File: config.mk
export PLATFORM = sky130hd
export DESIGN_NAME = bresenham_line_point_generator_unit_flat
export DESIGN_NICKNAME = d
export VERILOG_FILES = /design/src/rtl/core/bline_pkg.sv /design/src/rtl/core/bline_if.sv /design/src/rtl/core/bline_front.sv /design/src/rtl/core/bline_fifo.sv /design/src/rtl/core/bline_back.sv /design/src/rtl/core/bresenham_line_point_generator_unit.sv /design/src/flat_wrapper.sv
export SDC_FILE = /design/constraint.sdc
export NUM_CORES = 1
export LEC_CHECK = 0
export ABC_CLOCK_PERIOD_IN_PS = 7200
export BUFFER_PORTS_ARGS = -buffer_cell sky130_fd_sc_hd__buf_2
export CAP_MARGIN = 15
export CORE_AREA = 4 4 205 207
export CTS_CLUSTER_SIZE = 28
export DETAILED_ROUTE_END_ITERATION = 16
export DIE_AREA = 0 0 209 211
export GPL_TIMING_DRIVEN = 0
export MAX_ROUTING_LAYER = met4
export PLACE_DENSITY_LB_ADDON = 0.1
export REMOVE_ABC_BUFFERS = 1
export SYNTH_ARGS = -nofsm -noshare
export SYNTH_HDL_FRONTEND = slang
export SYNTH_SLANG_ARGS = --single-unit
File: constraint.sdc
create_clock -name clk_i -period 7.2 [get_ports clk_i]
set_input_delay 0.72 -clock clk_i [delete_from_list [all_inputs] [get_ports clk_i]]
set_output_delay 0.72 -clock clk_i [all_outputs]
set_load 0.005 [all_outputs]
File: src/rtl/core/bline_pkg.sv
// Shared constants, codes and width helpers for the Bresenham line point generator.
// No dependencies; every other file of the block imports this package.
package bline_pkg;

  // Default coordinate width in bits (signed)
  localparam int unsigned COORD_BITS_DEF = 12;

  localparam int unsigned PANEL_W     = 16;
  localparam int unsigned COLOR_W     = 16;
  localparam int unsigned OFFSET_W    = 8;
  localparam int unsigned CFG_ADDR_W  = 2;
  localparam int unsigned QUEUE_DEPTH = 2;

  // Request codes
  typedef enum logic {
    REQ_START = 1'b0,
    REQ_STEP  = 1'b1
  } req_type_e;

  // Configuration register indexes
  localparam logic [CFG_ADDR_W-1:0] REG_X_OFFSET = CFG_ADDR_W'(0);
  localparam logic [CFG_ADDR_W-1:0] REG_Y_OFFSET = CFG_ADDR_W'(1);

  // Error term width: the term stays within +/- 2^coord, plus a guard bit
  function automatic int unsigned err_width(int unsigned coord);
    return coord + 3;
  endfunction

  // Width of one queue entry: start flag, two directions, four coordinates,
  // |dx|, -|dy|, initial error term and colour
  function automatic int unsigned entry_width(int unsigned coord);
    return 7 * coord + 23;
  endfunction

endpackage

File: src/rtl/core/bline_if.sv
// Handshake channel interfaces of the line point generator: request, point and config write.
// Depends on bline_pkg for widths.
interface bline_req_if
  import bline_pkg::*;
#(
  parameter int unsigned COORD_BITS = COORD_BITS_DEF
) ();
  logic                         valid;
  logic                         ready;
  logic                         req_type;
  logic signed [COORD_BITS-1:0] start_x;
  logic signed [COORD_BITS-1:0] start_y;
  logic signed [COORD_BITS-1:0] end_x;
  logic signed [COORD_BITS-1:0] end_y;
  logic        [COLOR_W-1:0]    pen_color;

  modport source (output valid, req_type, start_x, start_y, end_x, end_y, pen_color,
                  input ready);
  modport sink   (input valid, req_type, start_x, start_y, end_x, end_y, pen_color,
                  output ready);
endinterface

interface bline_pt_if
  import bline_pkg::*;
#(
  parameter int unsigned COORD_BITS = COORD_BITS_DEF
) ();
  logic                         valid;
  logic                         ready;
  logic signed [COORD_BITS-1:0] point_x;
  logic signed [COORD_BITS-1:0] point_y;
  logic        [PANEL_W-1:0]    panel_x;
  logic        [PANEL_W-1:0]    panel_y;
  logic        [COLOR_W-1:0]    point_color;
  logic                         visible;
  logic                         last;

  modport source (output valid, point_x, point_y, panel_x, panel_y, point_color, visible,
                  last, input ready);
  modport sink   (input valid, point_x, point_y, panel_x, panel_y, point_color, visible,
                  last, output ready);
endinterface

interface bline_cfg_if
  import bline_pkg::*;
();
  logic                  valid;
  logic                  ready;
  logic [CFG_ADDR_W-1:0] addr;
  logic [OFFSET_W-1:0]   wdata;

  modport source (output valid, addr, wdata, input ready);
  modport sink   (input valid, addr, wdata, output ready);
endinterface

File: src/rtl/core/bline_front.sv
// Front end: accepts requests, precomputes direction, deltas and initial error term.
// Depends on bline_pkg and bline_req_if; feeds the request queue.
module bline_front
  import bline_pkg::*;
#(
  parameter int unsigned COORD_BITS = COORD_BITS_DEF
) (
  bline_req_if.sink                                 req_i,
  output logic                                      push_valid_o,
  input  logic                                      push_ready_i,
  output logic [entry_width(COORD_BITS)-1:0]        push_data_o
);

  localparam int unsigned C = COORD_BITS;
  localparam int unsigned E = err_width(COORD_BITS);

  typedef struct packed {
    logic                is_start;
    logic                step_x_neg;
    logic                step_y_neg;
    logic signed [C-1:0] sx;
    logic signed [C-1:0] sy;
    logic signed [C-1:0] gx;
    logic signed [C-1:0] gy;
    logic        [C-1:0] dx;
    logic signed [C:0]   ndy;
    logic signed [E-1:0] err;
    logic [COLOR_W-1:0]  color;
  } entry_t;

  entry_t              entry;
  logic signed [C:0]   diff_x;
  logic signed [C:0]   diff_y;
  logic signed [C:0]   abs_x;

  // Endpoint differences, one bit wider than a coordinate
  assign diff_x = (C+1)'(req_i.end_x) - (C+1)'(req_i.start_x);
  assign diff_y = (C+1)'(req_i.end_y) - (C+1)'(req_i.start_y);
  assign abs_x  = diff_x[C] ? -diff_x : diff_x;

  // Classify and build the entry for the back end
  always_comb begin
    entry            = '0;
    entry.is_start   = (req_i.req_type == REQ_START);
    entry.step_x_neg = !(req_i.start_x < req_i.end_x);
    entry.step_y_neg = !(req_i.start_y < req_i.end_y);
    entry.sx         = req_i.start_x;
    entry.sy         = req_i.start_y;
    entry.gx         = req_i.end_x;
    entry.gy         = req_i.end_y;
    entry.dx         = abs_x[C-1:0];
    entry.ndy        = (!diff_y[C] && (diff_y != '0)) ? -diff_y : diff_y;
    entry.err        = E'(signed'({1'b0, entry.dx})) + E'(entry.ndy);
    entry.color      = req_i.pen_color;
  end

  assign push_valid_o = req_i.valid;
  assign req_i.ready  = push_ready_i;
  assign push_data_o  = entry;

endmodule

File: src/rtl/core/bline_fifo.sv
// Short register queue between the front and back ends.
// Depends on bline_pkg for the default depth.
module bline_fifo
  import bline_pkg::*;
#(
  parameter int unsigned WIDTH = 8,
  parameter int unsigned DEPTH = QUEUE_DEPTH
) (
  input  logic             clk_i,
  input  logic             rst_ni,
  input  logic             push_valid_i,
  output logic             push_ready_o,
  input  logic [WIDTH-1:0] push_data_i,
  output logic             pop_valid_o,
  input  logic             pop_ready_i,
  output logic [WIDTH-1:0] pop_data_o
);

  localparam int unsigned PTR_W = (DEPTH > 1) ? $clog2(DEPTH) : 1;
  localparam int unsigned CNT_W = $clog2(DEPTH + 1);

  logic [WIDTH-1:0] mem_q [DEPTH];
  logic [PTR_W-1:0] wr_ptr_q, wr_ptr_d;
  logic [PTR_W-1:0] rd_ptr_q, rd_ptr_d;
  logic [CNT_W-1:0] count_q, count_d;
  logic             push, pop;

  assign push_ready_o = (count_q != CNT_W'(DEPTH));
  assign pop_valid_o  = (count_q != '0);
  assign pop_data_o   = mem_q[rd_ptr_q];
  assign push         = push_valid_i && push_ready_o;
  assign pop          = pop_valid_o && pop_ready_i;

  // Advance pointers and occupancy
  always_comb begin
    wr_ptr_d = wr_ptr_q;
    rd_ptr_d = rd_ptr_q;
    count_d  = count_q;
    if (push) begin
      wr_ptr_d = (wr_ptr_q == PTR_W'(DEPTH - 1)) ? '0 : wr_ptr_q + PTR_W'(1);
    end
    if (pop) begin
      rd_ptr_d = (rd_ptr_q == PTR_W'(DEPTH - 1)) ? '0 : rd_ptr_q + PTR_W'(1);
    end
    if (push && !pop) begin
      count_d = count_q + CNT_W'(1);
    end else if (pop && !push) begin
      count_d = count_q - CNT_W'(1);
    end
  end

  always_ff @(posedge clk_i or negedge rst_ni) begin
    if (!rst_ni) begin
      wr_ptr_q <= '0;
      rd_ptr_q <= '0;
      count_q  <= '0;
    end else begin
      wr_ptr_q <= wr_ptr_d;
      rd_ptr_q <= rd_ptr_d;
      count_q  <= count_d;
    end
  end

  // Store entries
  always_ff @(posedge clk_i) begin
    if (push) begin
      mem_q[wr_ptr_q] <= push_data_i;
    end
  end

endmodule

File: src/rtl/core/bline_back.sv
// Back end: holds the line state, loads a start item or runs one Bresenham step, drives the point register.
// Depends on bline_pkg, bline_pt_if and bline_cfg_if; takes entries from the request queue.
module bline_back
  import bline_pkg::*;
#(
  parameter int unsigned COORD_BITS = COORD_BITS_DEF
) (
  input  logic                               clk_i,
  input  logic                               rst_ni,
  input  logic                               pop_valid_i,
  output logic                               pop_ready_o,
  input  logic [entry_width(COORD_BITS)-1:0] pop_data_i,
  bline_cfg_if.sink                          cfg_i,
  bline_pt_if.source                         pt_o
);

  localparam int unsigned C = COORD_BITS;
  localparam int unsigned E = err_width(COORD_BITS);

  typedef struct packed {
    logic                is_start;
    logic                step_x_neg;
    logic                step_y_neg;
    logic signed [C-1:0] sx;
    logic signed [C-1:0] sy;
    logic signed [C-1:0] gx;
    logic signed [C-1:0] gy;
    logic        [C-1:0] dx;
    logic signed [C:0]   ndy;
    logic signed [E-1:0] err;
    logic [COLOR_W-1:0]  color;
  } entry_t;

  entry_t entry;
  assign entry = pop_data_i;

  // Line state
  logic signed [C-1:0] cur_x_q, cur_x_d, cur_y_q, cur_y_d;
  logic signed [C-1:0] goal_x_q, goal_x_d, goal_y_q, goal_y_d;
  logic                sxn_q, sxn_d, syn_q, syn_d;
  logic        [C-1:0] dx_q, dx_d;
  logic signed [C:0]   ndy_q, ndy_d;
  logic signed [E-1:0] err_q, err_d;
  logic [COLOR_W-1:0]  color_q, color_d;
  logic                active_q, active_d;

  // Configuration
  logic [OFFSET_W-1:0] x_off_q, x_off_d, y_off_q, y_off_d;

  // Point register
  logic                out_valid_q, out_valid_d;
  logic signed [C-1:0] px_q, px_d, py_q, py_d;
  logic [PANEL_W-1:0]  panx_q, panx_d, pany_q, pany_d;
  logic [COLOR_W-1:0]  pcol_q, pcol_d;
  logic                vis_q, vis_d, last_q, last_d;

  logic                out_free, pop_fire, emit, at_end, mx, my;
  logic signed [E:0]   e2, ndy_w, dx_w;
  logic signed [C-1:0] nx, ny, gx, gy;

  assign out_free    = !out_valid_q || pt_o.ready;
  assign pop_ready_o = out_free;
  assign pop_fire    = pop_valid_i && out_free;
  assign emit        = entry.is_start || active_q;

  // Step decisions on the registered error term
  assign e2    = signed'({err_q, 1'b0});
  assign ndy_w = (E+1)'(ndy_q);
  assign dx_w  = (E+1)'(signed'({1'b0, dx_q}));
  assign mx    = (e2 >= ndy_w);
  assign my    = (e2 <= dx_w);

  // Next point and end test
  always_comb begin
    if (entry.is_start) begin
      nx = entry.sx;
      ny = entry.sy;
      gx = entry.gx;
      gy = entry.gy;
    end else begin
      nx = cur_x_q;
      ny = cur_y_q;
      if (mx) begin
        nx = sxn_q ? cur_x_q - C'(1) : cur_x_q + C'(1);
      end
      if (my) begin
        ny = syn_q ? cur_y_q - C'(1) : cur_y_q + C'(1);
      end
      gx = goal_x_q;
      gy = goal_y_q;
    end
  end
  assign at_end = (nx == gx) && (ny == gy);

  // Update line state
  always_comb begin
    cur_x_d  = cur_x_q;
    cur_y_d  = cur_y_q;
    goal_x_d = goal_x_q;
    goal_y_d = goal_y_q;
    sxn_d    = sxn_q;
    syn_d    = syn_q;
    dx_d     = dx_q;
    ndy_d    = ndy_q;
    err_d    = err_q;
    color_d  = color_q;
    active_d = active_q;
    if (pop_fire && emit) begin
      cur_x_d  = nx;
      cur_y_d  = ny;
      active_d = !at_end;
      if (entry.is_start) begin
        goal_x_d = entry.gx;
        goal_y_d = entry.gy;
        sxn_d    = entry.step_x_neg;
        syn_d    = entry.step_y_neg;
        dx_d     = entry.dx;
        ndy_d    = entry.ndy;
        err_d    = entry.err;
        color_d  = entry.color;
      end else begin
        err_d = err_q + (mx ? E'(ndy_q) : E'(0))
                      + (my ? E'(signed'({1'b0, dx_q})) : E'(0));
      end
    end
  end

  // Load or drain the point register
  always_comb begin
    out_valid_d = out_valid_q;
    px_d        = px_q;
    py_d        = py_q;
    panx_d      = panx_q;
    pany_d      = pany_q;
    pcol_d      = pcol_q;
    vis_d       = vis_q;
    last_d      = last_q;
    if (pop_fire && emit) begin
      out_valid_d = 1'b1;
      px_d        = nx;
      py_d        = ny;
      panx_d      = PANEL_W'(nx) + PANEL_W'(x_off_q);
      pany_d      = PANEL_W'(ny) + PANEL_W'(y_off_q);
      pcol_d      = entry.is_start ? entry.color : color_q;
      vis_d       = !nx[C-1] && !ny[C-1];
      last_d      = at_end;
    end else if (pt_o.ready) begin
      out_valid_d = 1'b0;
    end
  end

  // Configuration writes
  assign cfg_i.ready = 1'b1;
  always_comb begin
    x_off_d = x_off_q;
    y_off_d = y_off_q;
    if (cfg_i.valid) begin
      case (cfg_i.addr)
        REG_X_OFFSET: x_off_d = cfg_i.wdata;
        REG_Y_OFFSET: y_off_d = cfg_i.wdata;
        default: ;
      endcase
    end
  end

  always_ff @(posedge clk_i or negedge rst_ni) begin
    if (!rst_ni) begin
      cur_x_q     <= '0;
      cur_y_q     <= '0;
      goal_x_q    <= '0;
      goal_y_q    <= '0;
      sxn_q       <= 1'b0;
      syn_q       <= 1'b0;
      dx_q        <= '0;
      ndy_q       <= '0;
      err_q       <= '0;
      color_q     <= '0;
      active_q    <= 1'b0;
      x_off_q     <= '0;
      y_off_q     <= '0;
      out_valid_q <= 1'b0;
    end else begin
      cur_x_q     <= cur_x_d;
      cur_y_q     <= cur_y_d;
      goal_x_q    <= goal_x_d;
      goal_y_q    <= goal_y_d;
      sxn_q       <= sxn_d;
      syn_q       <= syn_d;
      dx_q        <= dx_d;
      ndy_q       <= ndy_d;
      err_q       <= err_d;
      color_q     <= color_d;
      active_q    <= active_d;
      x_off_q     <= x_off_d;
      y_off_q     <= y_off_d;
      out_valid_q <= out_valid_d;
    end
  end

  // Point payload, no reset
  always_ff @(posedge clk_i) begin
    px_q   <= px_d;
    py_q   <= py_d;
    panx_q <= panx_d;
    pany_q <= pany_d;
    pcol_q <= pcol_d;
    vis_q  <= vis_d;
    last_q <= last_d;
  end

  assign pt_o.valid       = out_valid_q;
  assign pt_o.point_x     = px_q;
  assign pt_o.point_y     = py_q;
  assign pt_o.panel_x     = panx_q;
  assign pt_o.panel_y     = pany_q;
  assign pt_o.point_color = pcol_q;
  assign pt_o.visible     = vis_q;
  assign pt_o.last        = last_q;

endmodule

File: src/rtl/core/bresenham_line_point_generator_unit.sv
// Bresenham line point generator, top level: front end, request queue, back end.
// An accepted request is stored in the queue; its point is then loaded into the point register.
// One request per cycle while the point output is not stalled; each step uses registered state.
// A step request with no line in progress is consumed and yields no point.
// Reset (rst_ni low, asynchronous) clears line state, offsets, queue and point valid.
// Depends on bline_pkg, bline_if, bline_front, bline_fifo and bline_back.
module bresenham_line_point_generator_unit
  import bline_pkg::*;
#(
  parameter int unsigned COORD_BITS = COORD_BITS_DEF
) (
  input  logic       clk_i,
  input  logic       rst_ni,
  bline_req_if.sink  req_i,
  bline_cfg_if.sink  cfg_i,
  bline_pt_if.source pt_o
);

  localparam int unsigned ENTRY_W = entry_width(COORD_BITS);

  logic               push_valid, push_ready, pop_valid, pop_ready;
  logic [ENTRY_W-1:0] push_data, pop_data;

  bline_front #(
    .COORD_BITS (COORD_BITS)
  ) u_front (
    .req_i        (req_i),
    .push_valid_o (push_valid),
    .push_ready_i (push_ready),
    .push_data_o  (push_data)
  );

  bline_fifo #(
    .WIDTH (ENTRY_W),
    .DEPTH (QUEUE_DEPTH)
  ) u_fifo (
    .clk_i        (clk_i),
    .rst_ni       (rst_ni),
    .push_valid_i (push_valid),
    .push_ready_o (push_ready),
    .push_data_i  (push_data),
    .pop_valid_o  (pop_valid),
    .pop_ready_i  (pop_ready),
    .pop_data_o   (pop_data)
  );

  bline_back #(
    .COORD_BITS (COORD_BITS)
  ) u_back (
    .clk_i       (clk_i),
    .rst_ni      (rst_ni),
    .pop_valid_i (pop_valid),
    .pop_ready_o (pop_ready),
    .pop_data_i  (pop_data),
    .cfg_i       (cfg_i),
    .pt_o        (pt_o)
  );

endmodule

File: src/flat_wrapper.sv
// flat-port wrapper written by rule: the top's interface ports become plain ports
module bresenham_line_point_generator_unit_flat import bline_pkg::*;
#(
  parameter int unsigned COORD_BITS = COORD_BITS_DEF
)
  (clk_i, rst_ni, req_i_valid, req_i_req_type, req_i_start_x, req_i_start_y, req_i_end_x, req_i_end_y, req_i_pen_color, req_i_ready, cfg_i_valid, cfg_i_addr, cfg_i_wdata, cfg_i_ready, pt_o_valid, pt_o_point_x, pt_o_point_y, pt_o_panel_x, pt_o_panel_y, pt_o_point_color, pt_o_visible, pt_o_last, pt_o_ready);
  bline_req_if #(.COORD_BITS(COORD_BITS)) req_i_i ();
  bline_cfg_if cfg_i_i ();
  bline_pt_if #(.COORD_BITS(COORD_BITS)) pt_o_i ();
  input  logic clk_i;
  input  logic rst_ni;
  input wire logic [$bits(req_i_i.valid)-1:0] req_i_valid;
  input wire logic [$bits(req_i_i.req_type)-1:0] req_i_req_type;
  input wire logic [$bits(req_i_i.start_x)-1:0] req_i_start_x;
  input wire logic [$bits(req_i_i.start_y)-1:0] req_i_start_y;
  input wire logic [$bits(req_i_i.end_x)-1:0] req_i_end_x;
  input wire logic [$bits(req_i_i.end_y)-1:0] req_i_end_y;
  input wire logic [$bits(req_i_i.pen_color)-1:0] req_i_pen_color;
  output wire logic [$bits(req_i_i.ready)-1:0] req_i_ready;
  input wire logic [$bits(cfg_i_i.valid)-1:0] cfg_i_valid;
  input wire logic [$bits(cfg_i_i.addr)-1:0] cfg_i_addr;
  input wire logic [$bits(cfg_i_i.wdata)-1:0] cfg_i_wdata;
  output wire logic [$bits(cfg_i_i.ready)-1:0] cfg_i_ready;
  output wire logic [$bits(pt_o_i.valid)-1:0] pt_o_valid;
  output wire logic [$bits(pt_o_i.point_x)-1:0] pt_o_point_x;
  output wire logic [$bits(pt_o_i.point_y)-1:0] pt_o_point_y;
  output wire logic [$bits(pt_o_i.panel_x)-1:0] pt_o_panel_x;
  output wire logic [$bits(pt_o_i.panel_y)-1:0] pt_o_panel_y;
  output wire logic [$bits(pt_o_i.point_color)-1:0] pt_o_point_color;
  output wire logic [$bits(pt_o_i.visible)-1:0] pt_o_visible;
  output wire logic [$bits(pt_o_i.last)-1:0] pt_o_last;
  input wire logic [$bits(pt_o_i.ready)-1:0] pt_o_ready;
  assign req_i_i.valid = req_i_valid;
  assign req_i_i.req_type = req_i_req_type;
  assign req_i_i.start_x = req_i_start_x;
  assign req_i_i.start_y = req_i_start_y;
  assign req_i_i.end_x = req_i_end_x;
  assign req_i_i.end_y = req_i_end_y;
  assign req_i_i.pen_color = req_i_pen_color;
  assign req_i_ready = req_i_i.ready;
  assign cfg_i_i.valid = cfg_i_valid;
  assign cfg_i_i.addr = cfg_i_addr;
  assign cfg_i_i.wdata = cfg_i_wdata;
  assign cfg_i_ready = cfg_i_i.ready;
  assign pt_o_valid = pt_o_i.valid;
  assign pt_o_point_x = pt_o_i.point_x;
  assign pt_o_point_y = pt_o_i.point_y;
  assign pt_o_panel_x = pt_o_i.panel_x;
  assign pt_o_panel_y = pt_o_i.panel_y;
  assign pt_o_point_color = pt_o_i.point_color;
  assign pt_o_visible = pt_o_i.visible;
  assign pt_o_last = pt_o_i.last;
  assign pt_o_i.ready = pt_o_ready;
  bresenham_line_point_generator_unit #(.COORD_BITS(COORD_BITS)) u_core (.clk_i(clk_i), .rst_ni(rst_ni), .req_i(req_i_i), .cfg_i(cfg_i_i), .pt_o(pt_o_i));
endmodule
==> insert_results.sql <==
INSERT INTO impl_metrics (metric_group, metric, value, unit) VALUES
('grt', 'grt_util_all_layers', '24.2', '%'),
('timing', 'share_of_the_clock_period_used_by_the_worst_path_after_layout', '91.7', '%'),
('synthesis', 'yosys-top-cells-count', 'edfxtp_1, nor2_1, nand2_1, a21oi_1, dfrtp_1', ''),
('place', 'place_hpwl', '38.1', 'mm'),
('cts', 'ctsResizeCount', '0', ''),
('synthesis', 'yosys_most_used_dff', 'edfxtp_1', ''),
('grt', 'maximum_number_of_pins_on_one_net_before_global_route_repair', '78', ''),
('synthesis', 'synth_edf_count', '280', ''),
('timing', 'post-route-min-period', '6.60', 'ns'),
('floorplan', 'core_region_area', '0.0404', 'sq mm'),
('worst_setup_path', 'cp.buffers_inverters', '4', ''),
('synthesis', 'portion_of_the_post_synthesis_area_used_by_sequential_elements', '52.9', '%'),
('cells_and_area', 'share_of_post_route_cells_with_drive_strength_above_1', '16.0', '%'),
('grt', 'grt_first_pass_wirelength', '81.7', 'mm'),
('worst_setup_path', 'timing.critical_path.to_type', 'register', ''),
('grt', 'grt_antenna_before_repair', '1', ''),
('flow_run', 'drv_cap', '0', ''),
('status', 'outcome', 'finished clean', ''),
('cells_and_area', 'design.final.nets', '2283', ''),
('worst_setup_path', 'critical_path_class', 'primary input to register', ''),
('synthesis', 'synth_top_cell_by_area', 'edfxtp_1', ''),
('synthesis', 'yosysMostFrequentCell', 'edfxtp_1', ''),
('cts', 'h-tree-depth', '2', ''),
('hold_path', 'min_path_type', 'primary input to asynchronous set/reset pin', ''),
('floorplan', 'design.portCount', '157', ''),
('synthesis', 'post_synth_inst_count', '1920', ''),
('place', 'portBuffers', '155', ''),
('synthesis', 'yosysWarningCount', '0', ''),
('cts', 'cts_max_path_buffers', '3', ''),
('worst_setup_path', 'critPathMaxFanout', '9', ''),
('cts', 'postCtsSetupRepairBufs', '0', ''),
('grt', 'grt_overflow', '0', ''),
('floorplan', 'die_w', '209', 'um'),
('cts', 'cts-buffers-inserted', '44', ''),
('drt', 'detail_route.drc_violations', '0', ''),
('drt', 'drt-pass1-iter-count', '5', ''),
('cells_and_area', 'seqCellArea', '0.0116', 'sq mm'),
('drt', 'wl', '52.3', 'mm'),
('timing', 'worst_slew_margin_rel', '30.2', '%'),
('drt', 'route.antenna.remaining_nets', '0', ''),
('synthesis', 'area_share_of_the_leading_cell_type_in_the_synthesized_netlist', '38.3', '%'),
('place', 'gp_congestion', '0.864', ''),
('synthesis', 'synthArstFlopShare', '31.4', '%'),
('floorplan', 'chip_height', '211', 'um'),
('cts', 'clock_tree_from_tritoncts', 'built', ''),
('cells_and_area', 'multi_input_area', '0.00960', 'sq mm'),
('place', 'placed_cell_area', '0.0235', 'sq mm'),
('timing', 'holdWs', '0.209', 'ns'),
('worst_setup_path', 'critPathRequiredTime', '7.61', 'ns'),
('worst_setup_path', 'critical_path.top_delay_family', 'compound AO/OA/AOI/OAI gates', ''),
('cts', 'clkSinkCount', '408', ''),
('worst_setup_path', 'crit_top_cell', 'o21ai_0', ''),
('timing', 'slew_violations', '0', ''),
('timing', 'timing.final.setup_violations', '0', ''),
('worst_setup_path', 'timing.critical_path.from_type', 'primary input', ''),
('synthesis', 'netlist_area', '0.0220', 'sq mm'),
('drt', 'wl_per_cell', '19.8', 'um'),
('drt', 'num_vias', '15057', ''),
('cells_and_area', 'area_delta_synth_final', '14.1', '%'),
('cells_and_area', 'area_of_all_placed_cells_without_fillers', '0.0251', 'sq mm'),
('cts', 'insertion_delay', '0.59', 'ns'),
('floorplan', 'initial_util', '54.4', '%'),
('timing', 'timing.fmax', '151', 'MHz'),
('worst_setup_path', 'cp_slowest_stage_delay', '0.52', 'ns'),
('timing', 'rsz0062_at_grt', 'false', ''),
('cts', 'cts-root-buf', 'clkbuf_16', ''),
('timing', 'hold_viol_final', '0', ''),
('floorplan', 'fp.dieArea', '0.0441', 'sq mm'),
('synthesis', 'yosysUniqueCellTypes', '82', ''),
('cts', 'cts_hold_repair.buffers', '0', ''),
('drt', 'routed_via_density', '5.72', ''),
('synthesis', 'ys_ff_latch', '408', ''),
('timing', 'worst_clock_skew', '0.0187', 'ns'),
('synthesis', 'synth_area_leaders', 'edfxtp_1, dfrtp_1, ha_1, mux2i_1, xnor2_1', ''),
('drt', 'drt_iter0_markers', '781', ''),
('grt', 'first_global_vias', '14850', ''),
('cts', 'cts.reportedPaths.clkPinSlew', '0.06', 'ns'),
('synthesis', 'avgSynthCellArea', '11.4', 'sq um'),
('worst_setup_path', 'critical_path_arrival', '7.02', 'ns'),
('floorplan', 'fp-row-count', '74', ''),
('cells_and_area', 'fillerInstances', '3242', ''),
('timing', 'timing_worst_slew_pin_value', '1.03', 'ns'),
('worst_setup_path', 'crit_path_top_delay_cell', 'o41ai_4', '');
## metrics by stage
| stage | util, % | TNS (ns) | std cells | setup slack (ns) |
|---|---|---|---|---|
| after global placement | 57.0 | -2067.78 | 2532 | -16.15 |
| after detailed placement | 58.2 | -1.54 | 2551 | -0.294 |
| after CTS | 62.0 | 0 | 2633 | 0.195 |
| after floorplan | - | -381.87 | 1845 | -4.51 |
| after global routing | 62.1 | 0 | 2634 | 0.0324 |
| final | 62.1 | 0 | 2634 | 0.596 |
## cells in the final DEF, fill, tap and decap left out, types with 9 or more instances in the layout
cell | synthesis | routed
a211oi_1 | 11 | 11
a21boi_0 | 10 | 10
a21o_1 | 23 | 23
a21oi_1 | 128 | 128
and3_1 | 10 | 9
buf_16 | 0 | 9
buf_2 | 13 | 154
clkbuf_1 | 39 | 9
clkbuf_16 | 0 | 44
dfrtp_1 | 128 | 127
edfxtp_1 | 280 | 280
fa_1 | 20 | 20
ha_1 | 118 | 118
inv_1 | 116 | 116
mux2_2 | 54 | 54
mux2i_1 | 106 | 104
nand2_1 | 136 | 136
nand2b_1 | 14 | 14
nand3_1 | 30 | 30
nand4_1 | 13 | 13
nor2_1 | 169 | 166
nor2b_1 | 15 | 15
nor3_1 | 37 | 37
nor4_1 | 12 | 12
o21a_1 | 10 | 10
o21ai_0 | 98 | 98
o21bai_1 | 14 | 14
or2_2 | 9 | 9
or3_1 | 13 | 13
xnor2_1 | 74 | 73
xor2_1 | 43 | 43
## layout make-up
type	instances	share of cell area, %
tap	532	2.66
timing repair buffer	174	4.77
multi-input combinational	1319	38.3
sequential	408	46.4
inverter	118	1.79
antenna	1	0.00999
clock inverter	24	1.28
clock buffer	58	4.80
## per-layer routing
metal	wire (um)	GRT usage, %	up-vias
met5	0	-	-
met4	1530	7.20	0
met3	2500	3.77	92
met2	26000	40.0	344
met1	22200	31.2	7329
li1	-	-	7292
## worst register-to-register path: stages (launching register included)
cell      delay (ns)
dfrtp_1         0.38
inv_1           0.12
ha_1            0.26
a21oi_1         0.17
o21ai_0         0.20
a211oi_2        0.59
nor2_2          0.30
buf_8           0.23
nor2_1          0.15
fa_1            0.45
ha_1            0.24
fa_1            0.41
a21o_1          0.20
a21oi_1         0.23
o21bai_1        0.10
a21oi_1         0.27
o21bai_1        0.10
a21oi_1         0.32
o21ai_0         0.16
o41ai_1         0.42
mux2i_1         0.23
nor2_1          0.06
## worst paths after layout
kind / start / to / slack [ns] / cells past startpoint
max: req_i_end_y[0] / u_core.u_fifo.mem_q[1][28] / 0.60 / 26
min: rst_ni / u_core.u_back.goal_y_q[11] / 0.21 / 1
max reg2reg: u_core.u_back.dx_q[4] / u_core.u_back.err_q[13] / 1.50 / 21
min reg2reg: u_core.u_back.pt_o.valid / u_core.u_back.pt_o.valid / 0.51 / 2
max in group asynchronous: rst_ni / u_core.u_back.color_q[15] / 6.18 / 2
min in group clk_i: req_i_pen_color[11] / u_core.u_fifo.mem_q[0][11] / 0.32 / 1
## state kept, by name (all words and copies together) (netlist names), 2 cells and up
signal and flops:
u_core.u_back.color_q 16, u_core.u_back.cur_x_q 12, u_core.u_back.cur_y_q 12, u_core.u_back.dx_q 12, u_core.u_back.err_q 15, u_core.u_back.goal_x_q 12
u_core.u_back.goal_y_q 12, u_core.u_back.ndy_q 13, u_core.u_back.pt_o.panel_x 13, u_core.u_back.pt_o.panel_y 13, u_core.u_back.pt_o.point_color 16, u_core.u_back.pt_o.point_x 12
u_core.u_back.pt_o.point_y 12, u_core.u_back.x_off_q 8, u_core.u_back.y_off_q 8, u_core.u_fifo.count_q 2, u_core.u_fifo.mem_q 212
## cells by family after synthesis
| family | Yosys count | share of synthesized area [%] |
|---|---|---|
| simple gates | 504 | 10.9 |
| buf+inv | 193 | 3.68 |
| fa+ha+maj | 138 | 8.55 |
| xor+xnor | 117 | 4.67 |
| other cells | 1 | 0.0171 |
| flops | 408 | 52.9 |
| mux | 162 | 7.73 |
| compound gates | 397 | 11.5 |
Power is not shown: default switching activity piles up to over one toggle a cycle in this logic, so the estimate is an artifact.
